===== src/sv/shfd_pkg.sv =====
// Package: shared types and constants for the sync-header frame deframer.
`timescale 1ns / 1ps
`default_nettype none

package shfd_pkg;

   localparam int HdrLen   = 11;   // header bytes in one window
   localparam int ChainLen = 14;   // input cells in the chain

   localparam logic [3:0] LastIdx = 4'(HdrLen - 1);

   localparam logic [7:0] SyncByte0 = 8'hA5;
   localparam logic [7:0] SyncByte1 = 8'h06;
   localparam logic [7:0] SyncByte2 = 8'h01;

   // one input transfer as it travels down the chain
   typedef struct packed {
      logic       flush;
      logic [7:0] data;
   } shfd_entry_type;

   typedef enum logic [1:0] {
      KIND_FRAME    = 2'd0,
      KIND_RESYNC   = 2'd1,
      KIND_OVERSIZE = 2'd2
   } shfd_kind_type;

   typedef enum logic [3:0] {
      MODE_HUNT    = 4'b0001,
      MODE_HEADER  = 4'b0010,
      MODE_PAYLOAD = 4'b0100,
      MODE_DISCARD = 4'b1000
   } shfd_mode_type;

   // one result as held in the output register
   typedef struct packed {
      logic          last;
      logic          frame_end;
      logic          frame_first;
      shfd_kind_type kind;
      logic [15:0]   payload_length;
      logic [7:0]    out_byte;
   } shfd_result_type;

endpackage

`default_nettype wire


===== src/sv/shfd_cell.sv =====
// One cell of the input chain: holds one transfer and pulls from the cell above.
`timescale 1ns / 1ps
`default_nettype none

module shfd_cell
   import shfd_pkg::*;
(
   input  wire logic           clock,
   input  wire logic           reset,
   input  wire logic           move_in,    // cell below is taking or emptying
   input  wire shfd_entry_type up_entry,
   input  wire logic           up_valid,
   output logic                move_out,   // this cell takes from above
   output shfd_entry_type      entry,
   output logic                valid
);

   logic           valid_ff, valid_in;
   shfd_entry_type entry_ff, entry_in;

   // an empty cell always takes; a full one takes when the one below moves
   assign move_out = move_in | ~valid_ff;

   always_comb begin
      valid_in = valid_ff;
      entry_in = entry_ff;
      if (move_out) begin
         valid_in = up_valid;
         entry_in = up_entry;
      end
   end

   always_ff @(posedge clock) begin
      if (reset) begin
         valid_ff <= 1'b0;
      end else begin
         valid_ff <= valid_in;
      end
   end

   always_ff @(posedge clock) begin
      entry_ff <= entry_in;
   end

   assign entry = entry_ff;
   assign valid = valid_ff;

endmodule

`default_nettype wire


===== src/sv/shfd_ctrl.sv =====
// Head controller: header check, frame sequencing and the result register.
`timescale 1ns / 1ps
`default_nettype none

module shfd_ctrl
   import shfd_pkg::*;
#(
   parameter int MAX_FRAME = 1024
) (
   input  wire logic            clock,
   input  wire logic            reset,
   input  wire shfd_entry_type  win [HdrLen],
   input  wire logic [HdrLen-1:0] win_valid,
   input  wire logic            rsp_ready,
   output logic                 drain,      // head cell consumed this cycle
   output logic                 rsp_valid,
   output shfd_result_type      rsp
);

   localparam logic [16:0] MaxFrame = 17'(MAX_FRAME);

   shfd_mode_type   mode_ff, mode_in;
   logic [3:0]      idx_ff, idx_in;
   logic [15:0]     len_ff, len_in;
   logic [15:0]     left_ff, left_in;
   logic            rsp_valid_ff, rsp_valid_in;
   shfd_result_type rsp_ff, rsp_in;

   logic        out_free;
   logic        load;
   logic        head_data, head_flush;
   logic        full_data, flush_ahead, prefix_ok;
   logic        sync_ok, oversize;
   logic [15:0] len_win;

   assign out_free   = ~rsp_valid_ff | rsp_ready;
   assign head_data  = win_valid[0] & ~win[0].flush;
   assign head_flush = win_valid[0] & win[0].flush;
   assign sync_ok    = (win[0].data == SyncByte0) && (win[1].data == SyncByte1)
                       && (win[2].data == SyncByte2);
   assign len_win    = {win[9].data, win[10].data};
   assign oversize   = ({1'b0, len_win} + 17'(HdrLen)) > MaxFrame;

   // window complete, or a flush sits behind data that can never fill it
   always_comb begin
      full_data   = head_data;
      prefix_ok   = head_data;
      flush_ahead = 1'b0;
      for (int k = 1; k < HdrLen; k++) begin
         full_data = full_data & win_valid[k] & ~win[k].flush;
         if (prefix_ok && win_valid[k] && win[k].flush) begin
            flush_ahead = 1'b1;
         end
         prefix_ok = prefix_ok & win_valid[k] & ~win[k].flush;
      end
   end

   always_comb begin
      drain   = 1'b0;
      load    = 1'b0;
      mode_in = mode_ff;
      idx_in  = idx_ff;
      len_in  = len_ff;
      left_in = left_ff;
      rsp_in  = rsp_ff;
      unique case (mode_ff)
         MODE_HUNT: begin
            if (head_flush) begin
               drain = 1'b1;
            end else if (full_data) begin
               if (out_free) begin
                  drain = 1'b1;
                  load  = 1'b1;
                  rsp_in.last        = 1'b1;
                  rsp_in.frame_end   = 1'b0;
                  rsp_in.frame_first = 1'b0;
                  if (!sync_ok) begin
                     rsp_in.kind           = KIND_RESYNC;
                     rsp_in.out_byte       = win[0].data;
                     rsp_in.payload_length = 16'd0;
                  end else if (oversize) begin
                     rsp_in.kind           = KIND_OVERSIZE;
                     rsp_in.out_byte       = 8'd0;
                     rsp_in.payload_length = len_win;
                     mode_in               = MODE_DISCARD;
                  end else begin
                     rsp_in.kind           = KIND_FRAME;
                     rsp_in.out_byte       = win[0].data;
                     rsp_in.payload_length = len_win;
                     rsp_in.frame_first    = 1'b1;
                     rsp_in.last           = 1'b0;
                     idx_in                = 4'd1;
                     len_in                = len_win;
                     mode_in               = MODE_HEADER;
                  end
               end
            end else if (flush_ahead) begin
               drain = 1'b1;
            end
         end
         MODE_HEADER: begin
            if (out_free) begin
               drain = 1'b1;
               load  = 1'b1;
               rsp_in.kind           = KIND_FRAME;
               rsp_in.out_byte       = win[0].data;
               rsp_in.payload_length = len_ff;
               rsp_in.frame_first    = 1'b0;
               rsp_in.last           = (idx_ff == LastIdx);
               rsp_in.frame_end      = (idx_ff == LastIdx) && (len_ff == 16'd0);
               idx_in                = idx_ff + 4'd1;
               if (idx_ff == LastIdx) begin
                  left_in = len_ff;
                  mode_in = (len_ff != 16'd0) ? MODE_PAYLOAD : MODE_HUNT;
               end
            end
         end
         MODE_PAYLOAD: begin
            if (head_flush) begin
               drain   = 1'b1;
               left_in = 16'd0;
               mode_in = MODE_HUNT;
            end else if (head_data && out_free) begin
               drain = 1'b1;
               load  = 1'b1;
               rsp_in.kind           = KIND_FRAME;
               rsp_in.out_byte       = win[0].data;
               rsp_in.payload_length = len_ff;
               rsp_in.frame_first    = 1'b0;
               rsp_in.frame_end      = (left_ff == 16'd1);
               rsp_in.last           = 1'b1;
               left_in               = left_ff - 16'd1;
               if (left_ff == 16'd1) begin
                  mode_in = MODE_HUNT;
               end
            end
         end
         MODE_DISCARD: begin
            if (head_flush) begin
               drain   = 1'b1;
               mode_in = MODE_HUNT;
            end else if (head_data) begin
               drain = 1'b1;
            end
         end
         default: begin
            mode_in = MODE_HUNT;
         end
      endcase
   end

   always_comb begin
      rsp_valid_in = rsp_valid_ff;
      if (load) begin
         rsp_valid_in = 1'b1;
      end else if (rsp_ready) begin
         rsp_valid_in = 1'b0;
      end
   end

   always_ff @(posedge clock) begin
      if (reset) begin
         mode_ff      <= MODE_HUNT;
         idx_ff       <= 4'd0;
         rsp_valid_ff <= 1'b0;
      end else begin
         mode_ff      <= mode_in;
         idx_ff       <= idx_in;
         rsp_valid_ff <= rsp_valid_in;
      end
   end

   always_ff @(posedge clock) begin
      len_ff  <= len_in;
      left_ff <= left_in;
      rsp_ff  <= rsp_in;
   end

   assign rsp_valid = rsp_valid_ff;
   assign rsp       = rsp_ff;

   a_drain_has_head: assert property (@(posedge clock) disable iff (reset)
      drain |-> win_valid[0])
      else $error("head consumed from an empty cell");

   a_header_aligned: assert property (@(posedge clock) disable iff (reset)
      (mode_ff == MODE_HEADER) |-> win_valid[0] && !win[0].flush)
      else $error("header byte missing at chain head");

   a_header_index: assert property (@(posedge clock) disable iff (reset)
      (mode_ff == MODE_HEADER) |-> (idx_ff != 4'd0) && (idx_ff <= LastIdx))
      else $error("header index out of range");

   a_payload_left: assert property (@(posedge clock) disable iff (reset)
      (mode_ff == MODE_PAYLOAD) |-> (left_ff != 16'd0))
      else $error("payload mode with nothing left");

   a_load_free: assert property (@(posedge clock) disable iff (reset)
      rsp_valid_ff && !rsp_ready |=> rsp_valid_ff && $stable(rsp_ff))
      else $error("pending result overwritten");

endmodule

`default_nettype wire


===== src/sv/sync_header_frame_deframer.sv =====
// Top level: sync-header frame deframer, input cell chain plus head controller.
`timescale 1ns / 1ps
`default_nettype none

// Channel | Dir | Ports      | Contents
// --------+-----+------------+--------------------------------------------
// req     | in  | req_t*     | stream bytes and flush marks
// rsp     | out | rsp_t*     | frame bytes, resync drops, oversize errors
//
// Every input transfer enters the top of a chain of ChainLen cells and falls one cell
// per cycle toward the head; the controller looks at the lowest 11 cells as the window.
// Throughput is one transfer per cycle on both sides: req_tready follows the top cell's
// move, so a full chain still takes a transfer in a cycle in which the head drains.
// The chain holds the 11-result burst of a header, which leaves at one result per cycle.
// A byte falls through empty cells one per cycle to the head, then is registered into the
// result register once it may leave.
// Reset is synchronous and active high; it empties the chain and the result
// register and starts hunting for a header.
// rsp_tready low holds the head; req_tready drops only when every cell is full and the
// head holds, so req_tready follows rsp_tready through the chain in the same cycle.

module sync_header_frame_deframer
   import shfd_pkg::*;
#(
   parameter int MAX_FRAME = 1024
) (
   input  wire logic        clock,
   input  wire logic        reset,
   input  wire logic        req_tvalid,
   output logic             req_tready,
   input  wire logic [7:0]  req_tdata,   // [7:0] data_byte
   input  wire logic        req_tuser,   // [0] op (flush)
   output logic             rsp_tvalid,
   input  wire logic        rsp_tready,
   output logic [23:0]      rsp_tdata,   // [7:0] out_byte, [23:8] payload_length
   output logic [3:0]       rsp_tuser,   // [1:0] kind, [2] frame_first, [3] last
   output logic             rsp_tlast    // frame_end
);

   shfd_entry_type  cell_entry [ChainLen];
   logic [ChainLen-1:0] cell_valid;
   logic [ChainLen-1:0] cell_move;
   shfd_entry_type  win [HdrLen];
   shfd_entry_type  req_entry;
   logic            req_xfer;
   logic            drain;
   logic            rsp_valid;
   shfd_result_type rsp;

   // top cell moves: some cell is free, or the head drains this cycle
   assign req_tready = cell_move[ChainLen-1];
   assign req_xfer   = req_tvalid & req_tready;
   assign req_entry  = '{flush: req_tuser, data: req_tdata};

   for (genvar i = 0; i < ChainLen; i++) begin : g_cell
      if (i == ChainLen - 1) begin : g_top
         shfd_cell u_cell (
            .clock    (clock),
            .reset    (reset),
            .move_in  (cell_move[i-1]),
            .up_entry (req_entry),
            .up_valid (req_xfer),
            .move_out (cell_move[i]),
            .entry    (cell_entry[i]),
            .valid    (cell_valid[i])
         );
      end else if (i == 0) begin : g_head
         shfd_cell u_cell (
            .clock    (clock),
            .reset    (reset),
            .move_in  (drain),
            .up_entry (cell_entry[i+1]),
            .up_valid (cell_valid[i+1]),
            .move_out (cell_move[i]),
            .entry    (cell_entry[i]),
            .valid    (cell_valid[i])
         );
      end else begin : g_mid
         shfd_cell u_cell (
            .clock    (clock),
            .reset    (reset),
            .move_in  (cell_move[i-1]),
            .up_entry (cell_entry[i+1]),
            .up_valid (cell_valid[i+1]),
            .move_out (cell_move[i]),
            .entry    (cell_entry[i]),
            .valid    (cell_valid[i])
         );
      end
   end

   // lowest cells form the header window
   for (genvar k = 0; k < HdrLen; k++) begin : g_win
      assign win[k] = cell_entry[k];
   end

   shfd_ctrl #(
      .MAX_FRAME (MAX_FRAME)
   ) u_ctrl (
      .clock     (clock),
      .reset     (reset),
      .win       (win),
      .win_valid (cell_valid[HdrLen-1:0]),
      .rsp_ready (rsp_tready),
      .drain     (drain),
      .rsp_valid (rsp_valid),
      .rsp       (rsp)
   );

   assign rsp_tvalid = rsp_valid;
   assign rsp_tdata  = {rsp.payload_length, rsp.out_byte};
   assign rsp_tuser  = {rsp.last, rsp.frame_first, rsp.kind};
   assign rsp_tlast  = rsp.frame_end;

endmodule

`default_nettype wire

===== config.mk =====
export PLATFORM = sky130hd
export DESIGN_NAME = sync_header_frame_deframer
export DESIGN_NICKNAME = d
export VERILOG_FILES = /design/src/sv/shfd_pkg.sv /design/src/sv/shfd_cell.sv /design/src/sv/shfd_ctrl.sv /design/src/sv/sync_header_frame_deframer.sv
export SDC_FILE = /design/constraint.sdc
export NUM_CORES = 1
export LEC_CHECK = 0
export CORE_MARGIN = 3
export CORE_UTILIZATION = 50
export DETAILED_ROUTE_END_ITERATION = 12
export DONT_BUFFER_PORTS = 1
export SYNTH_ARGS = -nofsm -noshare
export SYNTH_HDL_FRONTEND = slang
export SYNTH_SLANG_ARGS = --single-unit

===== constraint.sdc =====
create_clock -name clock -period 3.95 [get_ports clock]
set_input_delay 0.79 -clock clock [delete_from_list [all_inputs] [get_ports clock]]
set_output_delay 0.79 -clock clock [all_outputs]
set_load 0.01 [all_outputs]

==> flow_summary.json, run 1 <==
{
  "setup_viol": 0,
  "yosysTopAreaCellShare": 0.711,
  "design_area_mm2": 0.00888,
  "ys_warn_count": 0,
  "power.density_mw_per_mm2": 536,
  "ys_ff_latch": 210,
  "synth_edf_count": 187,
  "first_pass_iters": 5,
  "dieArea_mm2": 0.0173,
  "avgSynthCellArea_um2": 15.0,
  "routed_via_density": 5.40,
  "synth-adder-area-share": 0.00634,
  "fin_setup_tns_ns": 0,
  "ys_top_cells_by_area": "edfxtp_1, dfxtp_1, nand2_1",
  "gr-total-overflow": 0,
  "relSlewSlack": 0.226,
  "ant_nets": 0,
  "synth_mux_area_frac": 0.00127,
  "period_share": 0.923,
  "h-tree-depth": 1,
  "grt_start_max_net_pins": 27,
  "endpoint_kind": "output pin",
  "synth_area_mm2": 0.00790,
  "fin_crit_ns": 3.65,
  "timing.fmax_mhz": 274,
  "hold_buffers": 0,
  "synth-simple-area-share": 0.126,
  "synth_compound_area_frac": 0.0603,
  "startpoint_type": "flip-flop",
  "maxCapViolCount": 0,
  "gp_congestion": 0.857,
  "cts_tree": "done",
  "portBuffers": 0,
  "antenna_found_initial": 0,
  "worst_pin_slew_ns": 1.16,
  "worst-setup-path-type": "reg -> out",
  "ys.flop_type": "edfxtp_1",
  "status": "completed",
  "worstSkewPairLatency_ns": 0.49,
  "crit_required_ns": 3.16,
  "path_clk_slew_ns": 0.06,
  "p_leak_nw": 3.02,
  "wl_um": 13200,
  "rsz0062_at_grt": "no",
  "cts_resized": 0,
  "drive_above_1_share": 0.128,
  "yosysSeqAreaShare": 0.769,
  "cts_buffers": 22,
  "finalMaxSlewViolations": 0,
  "dpl_cell_area_mm2": 0.00813,
  "clockRootBuffer": "clkbuf_16",
  "post-synth-top-count-cell": "edfxtp_1",
  "finalClockSkew_ns": 0.0179,
  "drt_iter0_markers": 371,
  "cts.sinks": 210,
  "vias": 4141,
  "grt_pass1_vias": 4077,
  "grt_usage": 0.153,
  "yosys-top-cells-count": "edfxtp_1, nand2_1, o21ai_0",
  "core_area_mm2": 0.0153,
  "diodes": 0,
  "synthArstFlopShare": 0,
  "syn_inst": 526,
  "yosysTopAreaCell": "edfxtp_1",
  "cts_setup_buffers": 0,
  "vdd_drop_max_mv": 0.357,
  "place.detailed.hpwl_um": 9260,
  "grt_pass1_wl_um": 21600,
  "synth_xor_area_frac": 0.0155,
  "final_hold_viol_count": 0,
  "fin_nets": 557,
  "syn-num-nets": 543,
  "ios": 44,
  "hold_class": "in -> reg",
  "drt-wirelength-per-cell_um": 17.2,
  "synth_top_family_by_area": "simple AND/OR/NAND/NOR gates",
  "die_y_um": 132,
  "clockBufferDepth": 3,
  "cp.arrival_ns": 2.86,
  "fill_cells": 1209,
  "num_rows": 45,
  "drc": 0,
  "synth.distinct_cells": 63,
  "area_delta_synth_final_pct": 12.5,
  "fp.dieW_um": 132,
  "initial_core_util": 0.516,
  "critical_path.max_fanout": 20
}
==> through the flow <==
step | cells | setup WS [ns] | hold slack (ns) | util | power, mW
after floorplan | 526 | 0.776 | 0.400 | - | 2.68
after global placement | 727 | 0.857 | 0.401 | 0.531 | 2.71
after detailed placement | 727 | 0.849 | 0.405 | 0.531 | 2.71
after CTS | 767 | 0.315 | 0.342 | 0.580 | 4.81
after global routing | 767 | 0.0796 | 0.339 | 0.580 | 4.93
final | 767 | 0.304 | 0.360 | 0.580 | 4.76
==> logic make-up (layout without fill, tap and decap cells) <==
logic type,Yosys count,count (layout)
xor+xnor,14,14
buf+inv,38,68
compound gates,78,78
flops,210,210
simple gates,181,181
mux,1,1
fa+ha+maj,4,4
==> worst max-delay path: stages (launching register included) <==
cell and delay (ns):
dfxtp_1 0.48, nor2_1 0.10, nand2_1 0.50, o221ai_1 0.25
a32o_1 0.27, nand2_1 0.13, nand4_1 0.20, or2_1 0.43
==> per-layer routing <==
layer | vias to the layer above | GRT usage | routed length, um
met3 | 22 | 0.0314 | 689
met2 | 128 | 0.245 | 6280
met4 | 0 | 0.0420 | 230
met1 | 1994 | 0.217 | 5970
met5 | - | 0 | 0
li1 | 1997 | - | -
==> layout make-up <==
cell class,instances,area (um^2),share of cell area
clock buffers,29,618,0.0696
clock inverters,11,135,0.0152
inverters,21,78.8,0.00887
multi-input cells,278,1660,0.187
flip-flops and latches,210,6080,0.684
well taps,211,264,0.0297
repair buffers,7,52.6,0.00591
==> final timing paths <==
check | startpoint | end | slack, ns | depth (start not counted)
min | reset | g_cell[8].g_mid.u_cell.valid | 0.36 | 1
max reg2reg | g_cell[0].g_head.u_cell.entry[8] | u_ctrl.rsp[9] | 1.03 | 7
max | u_ctrl.mode_ff[0] | req_tready | 0.30 | 7
min reg2reg | g_cell[11].g_mid.u_cell.entry[2] | g_cell[10].g_mid.u_cell.entry[2] | 0.41 | 0
==> placed cells by master (no fill, tap or decap), types with 2 or more instances in the layout <==
cell / count
clkbuf_8: 2
nor4_1: 8
buf_4: 7
inv_1: 20
clkbuf_1: 4
o21ai_0: 35
or3_1: 4
xor2_1: 4
nor3_1: 10
o31ai_1: 3
ha_1: 4
dfxtp_1: 23
edfxtp_1: 187
a21oi_1: 19
o221ai_1: 2
clkinv_2: 4
nor2b_1: 3
nand3b_1: 6
clkinv_1: 2
nor4b_1: 2
nand4_1: 6
nand2_1: 70
nand3_1: 8
nand3_2: 5
nor2_1: 24
clkbuf_16: 23
bufinv_16: 3
or4_1: 3
or4_4: 2
a21oi_2: 4
and2_1: 7
nand2b_1: 3
nor4bb_1: 2
nor2_2: 2
xnor2_1: 10
nor3b_1: 2
==> flip-flops by register name (all words and copies together), names as in the netlist <==
register                    count
g_cell.g_mid.u_cell.valid      12
u_ctrl.rsp_valid                1
u_ctrl.idx_ff                   4
g_cell.g_head.u_cell.entry      9
u_ctrl.left_ff                 16
g_cell.g_head.u_cell.valid      1
g_cell.g_top.u_cell.entry       9
u_ctrl.len_ff                  16
u_ctrl.mode_ff                  4
g_cell.g_mid.u_cell.entry     108
u_ctrl.rsp                     29
g_cell.g_top.u_cell.valid       1
==> report_power, final <==
group	switching (mW)	internal, mW
Combinational	0.0709	0.0543
Sequential	0.0532	2.49
Clock	0.790	1.30
Total	0.914	3.84
(Power assumes the default switching activity.)
==> run 2: changes to the inputs <==
--- a/config.mk
+++ b/config.mk
@@ -5,10 +5,12 @@
 export SDC_FILE = /design/constraint.sdc
 export NUM_CORES = 1
 export LEC_CHECK = 0
+export ABC_AREA = 1
 export CORE_MARGIN = 3
 export CORE_UTILIZATION = 50
 export DETAILED_ROUTE_END_ITERATION = 12
 export DONT_BUFFER_PORTS = 1
+export SKIP_LAST_GASP = 1
 export SYNTH_ARGS = -nofsm -noshare
 export SYNTH_HDL_FRONTEND = slang
 export SYNTH_SLANG_ARGS = --single-unit
==> flow_summary.json, run 2 <==
{
  "ant_nets": 0,
  "ys_ff_latch": 210,
  "grt_pass1_wl_um": 21300,
  "ys_top_cells_by_area": "edfxtp_1, dfxtp_1, inv_1",
  "use_met3": 0.0286,
  "timing.fmax_mhz": 277,
  "power.density_mw_per_mm2": 514,
  "worst_pin_slew_ns": 0.688,
  "num_rows": 45,
  "period_share": 0.913,
  "critPathSlowestCell": "edfxtp_1",
  "cp.arrival_ns": 2.82,
  "grt_use_met2": 0.238,
  "cts.sinks": 210,
  "yosysTopAreaCell": "edfxtp_1",
  "clockRootBuffer": "clkbuf_16",
  "drc": 0,
  "syn_inst": 576,
  "vdd_drop_max_mv": 0.332,
  "fp.dieW_um": 132,
  "synth_area_mm2": 0.00791,
  "drt_iter0_markers": 355,
  "critical_path.max_fanout": 4,
  "grt_usage": 0.150,
  "antenna_found_initial": 0,
  "hold_class": "in -> reg",
  "yosysTopAreaCellShare": 0.710,
  "synth.distinct_cells": 39,
  "path_clk_slew_ns": 0.06,
  "largest_reg_flops": 108,
  "die_y_um": 132,
  "final_cell_mix": "edfxtp_1, inv_1, nor2_1",
  "yosys-top-cells-count": "edfxtp_1, inv_1, nor2_1",
  "finalClockSkew_ns": 0.0103,
  "syn-num-nets": 593,
  "crit_required_ns": 3.16,
  "drive_above_1_share": 0.105,
  "busiest_layer": "met2",
  "cts_buffers": 22,
  "p_comb_frac": 0.004,
  "finalPower_mw": 4.61,
  "clockBufferDepth": 3,
  "worstSkewPairLatency_ns": 0.49,
  "p_seq_frac": 0.546,
  "avgSynthCellArea_um2": 13.7,
  "synth_edf_count": 187,
  "vias": 4260,
  "rr_startpoint": "u_ctrl.mode_ff[2]",
  "wl_um": 13200,
  "drt-wirelength-per-cell_um": 16.0,
  "crit_path_frequent_cell": "nand2_1",
  "swShare": 0.179,
  "p_switching_mw": 0.826,
  "post-synth-top-count-cell": "edfxtp_1",
  "grt_start_max_net_pins": 30,
  "intPower_mw": 3.78,
  "grt_pass1_vias": 4083,
  "setup_viol": 0,
  "initial_core_util": 0.516,
  "grtUsageMet1": 0.216,
  "relSlewSlack": 0.538,
  "routed_via_density": 5.18,
  "gp_congestion": 0.847,
  "h-tree-depth": 1,
  "startpoint": "g_cell[1].g_mid.u_cell.entry[8]",
  "place.detailed.hpwl_um": 9220,
  "maxCapViolCount": 0,
  "path_cells": "nor2_1 -> nand3_1 -> nor4_4 -> nand2_1 -> nand2_1 -> nand2_1 -> nand2_1 -> nand2_1 -> nand2_2 -> nand4_4 -> nor2_4 -> nand4_4 -> nor2_4 -> nand4_4 -> nor2_4 -> nand3_2",
  "finalMaxSlewViolations": 0,
  "crit_buf_inv": 0,
  "cts_tree": "done",
  "path_delay_family": "simple AND/OR/NAND/NOR gates",
  "area_delta_synth_final_pct": 13.3,
  "yosysSeqAreaShare": 0.768,
  "final_hold_viol_count": 0,
  "ios": 44,
  "reg2regPathDepth": 11,
  "r2r_slack_ns": 0.92,
  "mostFrequentLayoutCell": "edfxtp_1",
  "p_leak_nw": 3.28,
  "endpoint": "req_tready",
  "status": "completed",
  "fin_crit_ns": 3.61,
  "startpoint_type": "flip-flop",
  "critical_path.max_stage_delay_ns": 0.41,
  "gr-total-overflow": 0,
  "core_area_mm2": 0.0153,
  "clkPwrFrac": 0.451,
  "worst-setup-path-type": "reg -> out",
  "ys_warn_count": 0,
  "diodes": 0,
  "dpl_worst_slack_ns": 0.251,
  "fin_nets": 614,
  "rr_endpoint": "g_cell[5].g_mid.u_cell.entry[5]",
  "synthArstFlopShare": 0,
  "setup_slack_ns": 0.344,
  "fin_setup_tns_ns": 0,
  "hold_buffers": 0,
  "rsz0062_at_grt": "no",
  "portBuffers": 0,
  "endpoint_kind": "output pin",
  "cp.depth": 16,
  "dieArea_mm2": 0.0174,
  "ys.flop_type": "edfxtp_1",
  "first_pass_iters": 5
}
==> run 2: cell count changes after synthesis, sizes merged, moves of 4 or more <==
| cell | previous run | this run |
|---|---|---|
| and2 | 8 | 0 |
| inv | 21 | 89 |
| nand2 | 71 | 50 |
| nand3 | 13 | 26 |
| nand3b | 6 | 1 |
| nor2 | 27 | 59 |
| nor4 | 9 | 13 |
| o21ai | 36 | 27 |
| o22ai | 1 | 19 |
| or3 | 5 | 0 |
| or4 | 5 | 1 |
| xnor2 | 10 | 1 |
==> run 2: worst min path at each step <==
stage / start / endpoint / slack (ns) / depth (start not counted)
final: reset / g_cell[8].g_mid.u_cell.valid / 0.37 / 1
after floorplan: g_cell[11].g_mid.u_cell.entry[0] / g_cell[10].g_mid.u_cell.entry[0] / 0.40 / 0
after global routing: reset / g_cell[8].g_mid.u_cell.valid / 0.34 / 1
after detailed placement: g_cell[11].g_mid.u_cell.entry[8] / g_cell[10].g_mid.u_cell.entry[8] / 0.40 / 0
after CTS: reset / g_cell[13].g_top.u_cell.valid / 0.35 / 1
after global placement: g_cell[11].g_mid.u_cell.entry[8] / g_cell[10].g_mid.u_cell.entry[8] / 0.40 / 0
==> run 2: logic make-up (layout without fill, tap and decap cells) <==
group                    count (synthesis)  after routing  synth area share
flip-flops                             210            210             0.768
AO/OA/AOI/OAI                           78             78            0.0566
XOR/XNOR                                 6              6           0.00665
buffers and inverters                  103            139            0.0489
adder cells (fa/ha/maj)                  4              4           0.00633
AND/OR/NAND/NOR                        175            175             0.113
==> run 2: metrics by stage <==
step | hold slack [ns] | utilization | instance area, um^2 | cells
final | 0.367 | 0.585 | 8960 | 823
after floorplan | 0.400 | - | 7910 | 576
after global placement | 0.403 | 0.535 | 8200 | 781
after global routing | 0.342 | 0.585 | 8960 | 823
after detailed placement | 0.405 | 0.535 | 8200 | 781
after CTS | 0.346 | 0.585 | 8950 | 822
==> run 2: layout make-up <==
class,count,area (um^2)
clock inverters,9,121
multi-input cells,263,1470
flip-flops and latches,210,6080
fillers,1216,6350
well taps,211,264
inverters,90,338
clock buffers,30,622
repair buffers,10,75.1
==> run 2: worst reg2reg max path: cells and delay by family (launching register included) <==
family	cells	cell delay, ns
flops	1	0.36
simple gates	6	1.28
buf+inv	4	0.81
compound gates	1	0.23
==> run 2: layer usage <==
metal  wire [um]  part of all wire
met5           0                 0
met4         230             0.017
met3         623             0.047
met2        6240              0.47
met1        6080              0.46
==> run 2: what timing repair did <==
item / in CTS / in global routing
setup buffers: 2 / 1
cloned: 0 / 0
setup endpoints to repair: 1 / 1
gates resized for setup: 0 / 1
pin swaps: 1 / 0
==> run 2: power groups by stage <==
| stage | registers, mW | clock network, mW | logic (mW) |
|---|---|---|---|
| final | 2.51 | 2.08 | 0.0180 |
| after global placement | 2.56 | 0 | 0.0172 |
| after CTS | 2.52 | 2.12 | 0.0180 |
| after global routing | 2.52 | 2.22 | 0.0207 |
| after floorplan | 2.54 | 0 | 0.0178 |
| after detailed placement | 2.56 | 0 | 0.0179 |
